**config.mk**
```make
export PLATFORM = sky130hd
export DESIGN_NAME = bitmap_range_scan_and_fill
export DESIGN_NICKNAME = d
export VERILOG_FILES = /design/src/rtl/core/brsf_pkg.sv /design/src/rtl/core/bitmap_range_scan_and_fill.sv /design/src/rtl/core/brsf_word_unit.sv
export SDC_FILE = /design/constraint.sdc
export NUM_CORES = 2
export LEC_CHECK = 0
export BUFFER_PORTS_ARGS = -buffer_cell sky130_fd_sc_hd__buf_2
export CORE_ASPECT_RATIO = 1.75
export CORE_MARGIN = 4
export CORE_UTILIZATION = 45
export CTS_CLUSTER_SIZE = 10
export DETAILED_ROUTE_END_ITERATION = 12
export SKIP_LAST_GASP = 1
export SYNTH_ARGS = -nofsm -noshare
export SYNTH_HDL_FRONTEND = slang
export SYNTH_SLANG_ARGS = --single-unit
```
**constraint.sdc**
```tcl
create_clock -name clock -period 6.8 [get_ports clock]
set_clock_uncertainty 0.1 [all_clocks]
set_input_delay 1.36 -clock clock [delete_from_list [all_inputs] [get_ports clock]]
set_output_delay 1.36 -clock clock [all_outputs]
set_load 0.1 [all_outputs]
```
**src/rtl/core/brsf_pkg.sv**
```systemverilog
// Shared types and constants for the bitmap range scan and fill block.
package brsf_pkg;

   localparam int WORD_BITS = 32;
   localparam int OFF_W     = 5;                  // bit offset within a word
   localparam int BIT_W     = 12;                 // request bit index width
   localparam int IDX_W     = 13;                 // result bit index width
   localparam int WIDX_W    = BIT_W - OFF_W;      // word index width

   localparam logic [1:0] OP_FIND_ONE  = 2'd0;
   localparam logic [1:0] OP_FIND_ZERO = 2'd1;
   localparam logic [1:0] OP_SET       = 2'd2;
   localparam logic [1:0] OP_CLEAR     = 2'd3;

   localparam logic [WORD_BITS-1:0] ALL_ONES = 32'hffffffff;
   localparam logic [OFF_W-1:0]     TOP_BIT  = 5'd31;

   typedef struct packed {
      logic [1:0]       req_type;
      logic [BIT_W-1:0] range_start;
      logic [BIT_W-1:0] range_end;
   } brsf_req_type;

   typedef struct packed {
      logic [IDX_W-1:0] bit_index;
      logic             found;
      logic             bad_range;
   } brsf_rsp_type;

   // Controls for one pass of the word unit
   typedef struct packed {
      logic [1:0]       op;
      logic             first;
      logic             last;
      logic [OFF_W-1:0] lo_off;
      logic [OFF_W-1:0] hi_off;
      logic             in_map;
   } brsf_word_ctl_type;

endpackage

```
**src/rtl/core/bitmap_range_scan_and_fill.sv**
```systemverilog
// Top level: bitmap storage, clearing pass and word-walk sequencer.
//
// A request (operation, first bit, last bit) is taken at a clock edge where
// start is high and busy is low. Busy stays high while the request walks the
// bitmap one 32-bit word per cycle through a shared word unit, then the one
// result appears on rsp_data for a single cycle with rsp_valid high.
// Finds stop at the word holding the first match; set and clear do a
// read-modify-write of every word in the range, overlapped so that one word
// completes per cycle.
// Each word is read through the single registered memory read port, then
// evaluated by the word unit; the result is registered onto rsp_data.
// A reversed range raises rsp_valid in the cycle after acceptance with
// bad_range set and no change.
// A new request may be taken in the cycle the result is shown.
// After reset the block runs a clearing pass with busy high, zeroing every
// word before the first request is taken.
// Results cannot be held off by the receiver; each is shown once.
module bitmap_range_scan_and_fill #(
   parameter int MAP_WORDS = 128
) (
   input  logic                   clock,
   input  logic                   reset,
   input  logic                   start,
   output logic                   busy,
   input  brsf_pkg::brsf_req_type req_data,
   output logic                   rsp_valid,
   output brsf_pkg::brsf_rsp_type rsp_data
);

   localparam int AW = (MAP_WORDS > 1) ? $clog2(MAP_WORDS) : 1;
   localparam int WW = brsf_pkg::WIDX_W;

   typedef enum logic [2:0] {
      ST_CLEAR = 3'b001,
      ST_IDLE  = 3'b010,
      ST_SCAN  = 3'b100
   } state_type;

   state_type                      state_ff, state_in;
   logic [AW-1:0]                  clr_addr_ff, clr_addr_in;
   logic [1:0]                     op_ff, op_in;
   logic [brsf_pkg::BIT_W-1:0]     lo_ff, lo_in;
   logic [brsf_pkg::BIT_W-1:0]     hi_ff, hi_in;
   logic [WW:0]                    cur_word_ff, cur_word_in;
   logic                           pend_valid_ff, pend_valid_in;
   logic [WW-1:0]                  pend_word_ff, pend_word_in;
   logic                           pend_in_map_ff, pend_in_map_in;
   logic                           rsp_valid_ff, rsp_valid_in;
   brsf_pkg::brsf_rsp_type         rsp_ff, rsp_in;

   logic [brsf_pkg::WORD_BITS-1:0] map_mem [MAP_WORDS];
   logic [brsf_pkg::WORD_BITS-1:0] rd_data_ff;
   logic                           mem_we, mem_re;
   logic [AW-1:0]                  mem_waddr, mem_raddr;
   logic [brsf_pkg::WORD_BITS-1:0] mem_wdata;

   brsf_pkg::brsf_word_ctl_type    wu_ctl;
   logic                           wu_hit;
   logic [brsf_pkg::OFF_W-1:0]     wu_pos;
   logic [brsf_pkg::WORD_BITS-1:0] wu_data;

   logic [AW+WW-1:0]               cur_ext, pend_ext;
   logic                           issue, cur_in_map, is_find, finish;

   assign cur_ext    = {{AW{1'b0}}, cur_word_ff[WW-1:0]};
   assign pend_ext   = {{AW{1'b0}}, pend_word_ff};
   assign cur_in_map = ({{(32-WW-1){1'b0}}, cur_word_ff} < 32'(MAP_WORDS));
   assign is_find    = (op_ff == brsf_pkg::OP_FIND_ONE) || (op_ff == brsf_pkg::OP_FIND_ZERO);

   assign wu_ctl.op     = op_ff;
   assign wu_ctl.first  = (pend_word_ff == lo_ff[brsf_pkg::BIT_W-1:brsf_pkg::OFF_W]);
   assign wu_ctl.last   = (pend_word_ff == hi_ff[brsf_pkg::BIT_W-1:brsf_pkg::OFF_W]);
   assign wu_ctl.lo_off = lo_ff[brsf_pkg::OFF_W-1:0];
   assign wu_ctl.hi_off = hi_ff[brsf_pkg::OFF_W-1:0];
   assign wu_ctl.in_map = pend_in_map_ff;

   brsf_word_unit u_word_unit (
      .ctl      (wu_ctl),
      .data_in  (rd_data_ff),
      .hit      (wu_hit),
      .hit_pos  (wu_pos),
      .data_out (wu_data)
   );

   // memory: one write port, one registered read port
   always_ff @(posedge clock) begin
      if (mem_we) begin
         map_mem[mem_waddr] <= mem_wdata;
      end
   end

   always_ff @(posedge clock) begin
      if (mem_re) begin
         rd_data_ff <= map_mem[mem_raddr];
      end
   end

   always_comb begin
      state_in       = state_ff;
      clr_addr_in    = clr_addr_ff;
      op_in          = op_ff;
      lo_in          = lo_ff;
      hi_in          = hi_ff;
      cur_word_in    = cur_word_ff;
      pend_valid_in  = 1'b0;
      pend_word_in   = pend_word_ff;
      pend_in_map_in = pend_in_map_ff;
      rsp_valid_in   = 1'b0;
      rsp_in         = rsp_ff;
      mem_we         = 1'b0;
      mem_waddr      = clr_addr_ff;
      mem_wdata      = '0;
      mem_re         = 1'b0;
      mem_raddr      = cur_ext[AW-1:0];
      issue          = 1'b0;
      finish         = 1'b0;

      case (state_ff)
         ST_CLEAR: begin
            mem_we      = 1'b1;
            clr_addr_in = clr_addr_ff + AW'(1);
            if (clr_addr_ff == AW'(MAP_WORDS - 1)) begin
               state_in = ST_IDLE;
            end
         end
         ST_IDLE: begin
            if (start) begin
               if (req_data.range_end < req_data.range_start) begin
                  rsp_valid_in     = 1'b1;
                  rsp_in.bit_index = '0;
                  rsp_in.found     = 1'b0;
                  rsp_in.bad_range = 1'b1;
               end else begin
                  op_in       = req_data.req_type;
                  lo_in       = req_data.range_start;
                  hi_in       = req_data.range_end;
                  cur_word_in = {1'b0,
                     req_data.range_start[brsf_pkg::BIT_W-1:brsf_pkg::OFF_W]};
                  state_in    = ST_SCAN;
               end
            end
         end
         ST_SCAN: begin
            // evaluate the word read last cycle
            if (pend_valid_ff) begin
               finish = (is_find && wu_hit) || wu_ctl.last;
               if (!is_find && pend_in_map_ff) begin
                  mem_we    = 1'b1;
                  mem_waddr = pend_ext[AW-1:0];
                  mem_wdata = wu_data;
               end
               if (finish) begin
                  state_in         = ST_IDLE;
                  rsp_valid_in     = 1'b1;
                  rsp_in.bad_range = 1'b0;
                  if (is_find && wu_hit) begin
                     rsp_in.bit_index = {1'b0, pend_word_ff, wu_pos};
                     rsp_in.found     = 1'b1;
                  end else if (is_find) begin
                     rsp_in.bit_index = {1'b0, hi_ff} + brsf_pkg::IDX_W'(1);
                     rsp_in.found     = 1'b0;
                  end else begin
                     rsp_in.bit_index = '0;
                     rsp_in.found     = 1'b0;
                  end
               end
            end
            // issue the next word read
            issue = (cur_word_ff <= {1'b0, hi_ff[brsf_pkg::BIT_W-1:brsf_pkg::OFF_W]});
            if (issue) begin
               mem_re         = cur_in_map;
               cur_word_in    = cur_word_ff + (WW + 1)'(1);
               pend_valid_in  = !finish;
               pend_word_in   = cur_word_ff[WW-1:0];
               pend_in_map_in = cur_in_map;
            end
         end
         default: begin
            state_in = ST_IDLE;
         end
      endcase
   end

   always_ff @(posedge clock) begin
      if (reset) begin
         state_ff      <= ST_CLEAR;
         clr_addr_ff   <= '0;
         pend_valid_ff <= 1'b0;
         rsp_valid_ff  <= 1'b0;
      end else begin
         state_ff      <= state_in;
         clr_addr_ff   <= clr_addr_in;
         pend_valid_ff <= pend_valid_in;
         rsp_valid_ff  <= rsp_valid_in;
      end
   end

   always_ff @(posedge clock) begin
      op_ff          <= op_in;
      lo_ff          <= lo_in;
      hi_ff          <= hi_in;
      cur_word_ff    <= cur_word_in;
      pend_word_ff   <= pend_word_in;
      pend_in_map_ff <= pend_in_map_in;
      rsp_ff         <= rsp_in;
   end

   assign busy      = (state_ff != ST_IDLE);
   assign rsp_valid = rsp_valid_ff;
   assign rsp_data  = rsp_ff;

endmodule

```
**src/rtl/core/brsf_word_unit.sv**
```systemverilog
// Per-word range mask, lowest-match search and fill merge.
module brsf_word_unit (
   input  brsf_pkg::brsf_word_ctl_type          ctl,
   input  logic [brsf_pkg::WORD_BITS-1:0]       data_in,
   output logic                                 hit,
   output logic [brsf_pkg::OFF_W-1:0]           hit_pos,
   output logic [brsf_pkg::WORD_BITS-1:0]       data_out
);

   logic [brsf_pkg::WORD_BITS-1:0] word;
   logic [brsf_pkg::WORD_BITS-1:0] lo_mask;
   logic [brsf_pkg::WORD_BITS-1:0] hi_mask;
   logic [brsf_pkg::WORD_BITS-1:0] mask;
   logic [brsf_pkg::WORD_BITS-1:0] cand;
   logic [brsf_pkg::WORD_BITS-1:0] lowest;

   // words past the end of the map read as zero
   assign word    = ctl.in_map ? data_in : '0;
   assign lo_mask = ctl.first ? (brsf_pkg::ALL_ONES << ctl.lo_off) : brsf_pkg::ALL_ONES;
   assign hi_mask = ctl.last ?
                    (brsf_pkg::ALL_ONES >> (brsf_pkg::TOP_BIT - ctl.hi_off)) :
                    brsf_pkg::ALL_ONES;
   assign mask    = lo_mask & hi_mask;
   assign cand    = ((ctl.op == brsf_pkg::OP_FIND_ONE) ? word : ~word) & mask;
   assign lowest  = cand & (~cand + 32'd1);
   assign hit     = |cand;

   always_comb begin
      hit_pos = '0;
      for (int b = 0; b < brsf_pkg::OFF_W; b++) begin
         for (int i = 0; i < brsf_pkg::WORD_BITS; i++) begin
            if (((i >> b) & 1) == 1) begin
               hit_pos[b] = hit_pos[b] | lowest[i];
            end
         end
      end
   end

   assign data_out = (ctl.op == brsf_pkg::OP_SET) ? (word | mask) : (word & ~mask);

endmodule
```
==> flow_summary.yaml <==
status:
  status: "finished clean"
pwr:
  peakVddDrop_mv: 0.211
  p_per_area_nw_per_um2: 274
  pwr-share-comb_pct: 1.1
  switchingPower_mw: 9.90
  power_frac_seq_pct: 56.0
  p_sw_share_pct: 19.6
  p_clk_share_pct: 42.8
  p_leak_nw: 45.3
  p_int_mw: 40.5
synth:
  synth_ff_type: "edfxtp_1"
  syn_nets: 6780
  syn_area_per_cell_um2: 24.2
  async_reset_ff_share_pct: 0
  synth_warnings: 0
  synth_cell_type_count: 72
  synthCells: 6726
  synth_seq_cells: 4197
  synth_edf_count: 4185
  syn_area_um2: 163000
  ys_seq_area_share_pct: 77.4
grt:
  grt_use_met1_pct: 27.9
  top_usage_layer: "met2"
  met3_usage_pct: 2.87
  grt_max_degree: 129
  grt_pass1_wl_um: 620000
  overflow: 0
  gr-usage-met2_pct: 42.4
  grt_pass1_vias: 77500
  grt_util_all_layers_pct: 23.7
  antenna_found_initial: 63
drt:
  drc: 0
  drt-initial-drc-count: 8317
  num_vias: 74500
  antenna_left: 0
  wl_per_cell_um: 36.7
  firstDrtPassIters: 6
  drt_wl_total_um: 442000
  viasPerCell: 6.18
cells_and_area:
  fin_area_um2: 184000
  layout_commonest_cell: "edfxtp_1"
  layout_common_cells: "edfxtp_1 (4185), mux4_2 (1344), clkbuf_16 (467)"
  sequential_cell_area_um2: 126000
  nNetsFinal: 7210
  drive_gt1_share_pct: 33.5
  multi_input_comb_area_um2: 36500
  num-fill-cells: 27400
  synthToLayoutAreaGrowth_pct: 13.2
floorplanning:
  chipHeight_um: 803
  start_util_pct: 45.3
  core_um2: 359000
  fp.dieArea_um2: 372000
  num_rows: 291
  die_w_um: 463
  ios: 46
clocking:
  path_clk_slew_ns: 0.06
  clockRootBuffer: "clkbuf_16"
  cts.htree.levels: 5
  cts_resized: 0
  ctsHoldBuffers: 0
  clk_latency_ns: 0.97
  clk_path_buf_depth: 4
  post_cts_buffers: 0
  cts_inserted_buffers: 463
  cts_sinks: 4197
  cts_tree: "yes"
timing:
  fin_crit_sh_pct: 81.2
  setup_viol: 0
  rsz0062_at_grt: "false"
  tightest_slew_ns: 1.39
  finalSetupTns_ns: 0
  report.final.slew_viol_count: 0
  relSlewSlack_pct: 7.15
  finalHoldViolCount: 0
  max_freq_ghz: 0.181
  fin_crit_ns: 5.52
worst_setup_path:
  critical_path_class: "reg2reg"
  cp-start-kind: "flop"
  r2r_slack_ns: 1.28
  crit_arrival_ns: 5.97
  end_kind: "flop"
  cp.required_ns: 7.25
  crit_fanout: 32
placed_design:
  place.detailed.hpwl_um: 280000
  placed_area_um2: 172000
  gp_congestion: 0.979
  portBuffers: 45
flow_run:
  drv_cap: 0
worst_hold_path:
  hold_class: "reg2reg"
[cells by family (layout without fill, tap and decap cells)]
group | count (synthesis) | after routing | share of synthesized area (%)
compound gates | 177 | 177 | 0.785
mux | 1397 | 1397 | 19.0
fa+ha+maj | 25 | 25 | 0.192
simple gates | 469 | 469 | 1.35
xor+xnor | 63 | 63 | 0.385
flops | 4197 | 4197 | 77.4
buf+inv | 398 | 883 | 0.937
other cells | 0 | 145 | 0
[metrics by stage]
stage                     worst slack, ns  cells  hold slack (ns)  power (mW)  util [%]
after floorplan                     0.723   6726            0.352        29.0         -
after global placement               1.45  11400            0.455        29.3      47.7
after detailed placement             1.37  11400            0.467        29.4      47.7
after CTS                            1.33  11900            0.419        50.8      51.1
after global routing                 1.23  12000            0.488        51.9      51.2
final                                1.28  12000            0.493        50.4      51.2
[path summary, 6_finish.rpt]
| kind | cells past startpoint | from | to |
|---|---|---|---|
| hold reg to reg | 2 | pend_valid_ff$_SDFF_PP0_ | pend_valid_ff$_SDFF_PP0_ |
| setup / recovery | 10 | state_ff[1]$_SDFFE_PP0P_ | map_mem[88][29]$_DFFE_PP_ |
| hold / removal | 2 | pend_valid_ff$_SDFF_PP0_ | pend_valid_ff$_SDFF_PP0_ |
| setup reg to reg | 10 | state_ff[1]$_SDFFE_PP0P_ | map_mem[88][29]$_DFFE_PP_ |
[state kept, by name, summed over array words and instances (netlist names)]
signal	cells
pend_valid_ff	1
clr_addr_ff	7
map_mem	4096
cur_word_ff	8
hi_ff	12
pend_word_ff	7
rd_data_ff	32
lo_ff	12
state_ff	3
rsp_data	15
pend_in_map_ff	1
op_ff	2
rsp_valid	1
[worst max-delay path, stage by stage (launching register included)]
cell	delay, ns
dfxtp_1	0.34
nor2_1	0.11
and2_1	0.38
inv_1	0.31
nor2_1	0.37
mux2i_1	1.13
nand2b_1	0.49
nand2b_2	0.70
buf_4	0.43
nor2_4	0.14
buf_4	0.52
[layout make-up]
| class | instances | share of cell area [%] |
|---|---|---|
| Multi-Input combinational cell | 2131 | 19.8 |
| Timing Repair Buffer | 329 | 1.69 |
| Clock inverter | 21 | 0.231 |
| Sequential cell | 4197 | 68.4 |
| Tap cell | 4688 | 3.19 |
| Inverter | 34 | 0.0693 |
| Clock buffer | 499 | 6.42 |
| Antenna cell | 145 | 0.197 |
[per-layer routing]
metal  wire length (um)  up-vias
met3              24500      851
met1             151000    40800
met4              27200       14
met2             239000     3002
li1                   -    29800
met5                 97        -
[synth_stat cells (8+ instances only)]
library cell	number	area, um2
xor2_1	8	70.1
nand2b_1	20	125
a221oi_1	9	78.8
a22oi_1	10	75.1
ha_1	25	313
o21ai_0	26	130
edfxtp_1	4185	126000
a211oi_1	15	113
xnor2_2	10	163
inv_1	34	128
nand4_1	12	75.1
buf_2	12	60.1
o22ai_1	8	50.1
nor2_1	221	830
dfxtp_1	12	240
clkbuf_1	254	953
a21oi_1	20	100
xnor2_1	45	394
nand3_1	25	125
o31ai_1	8	60.1
a21o_1	11	82.6
nand3b_1	8	60.1
mux4_2	1344	30300
nand2_1	93	349
mux2_2	51	574
a31oi_1	16	100
nor3_1	18	90.1
and3_1	15	93.8
or2_2	11	68.8
buf_1	95	357
nor2b_1	9	56.3
[power by group through the flow]
stage          Combinational, mW  Sequential (mW)  Clock, mW
2_1_floorplan              0.253             28.8          0
3_3_place_gp               0.551             28.8          0
3_5_place_dp               0.557             28.8          0
4_1_cts                    0.561             28.3       22.0
5_1_grt                    0.577             28.3       23.0
6_report                   0.561             28.3       21.6
(Power assumes the default switching activity.)
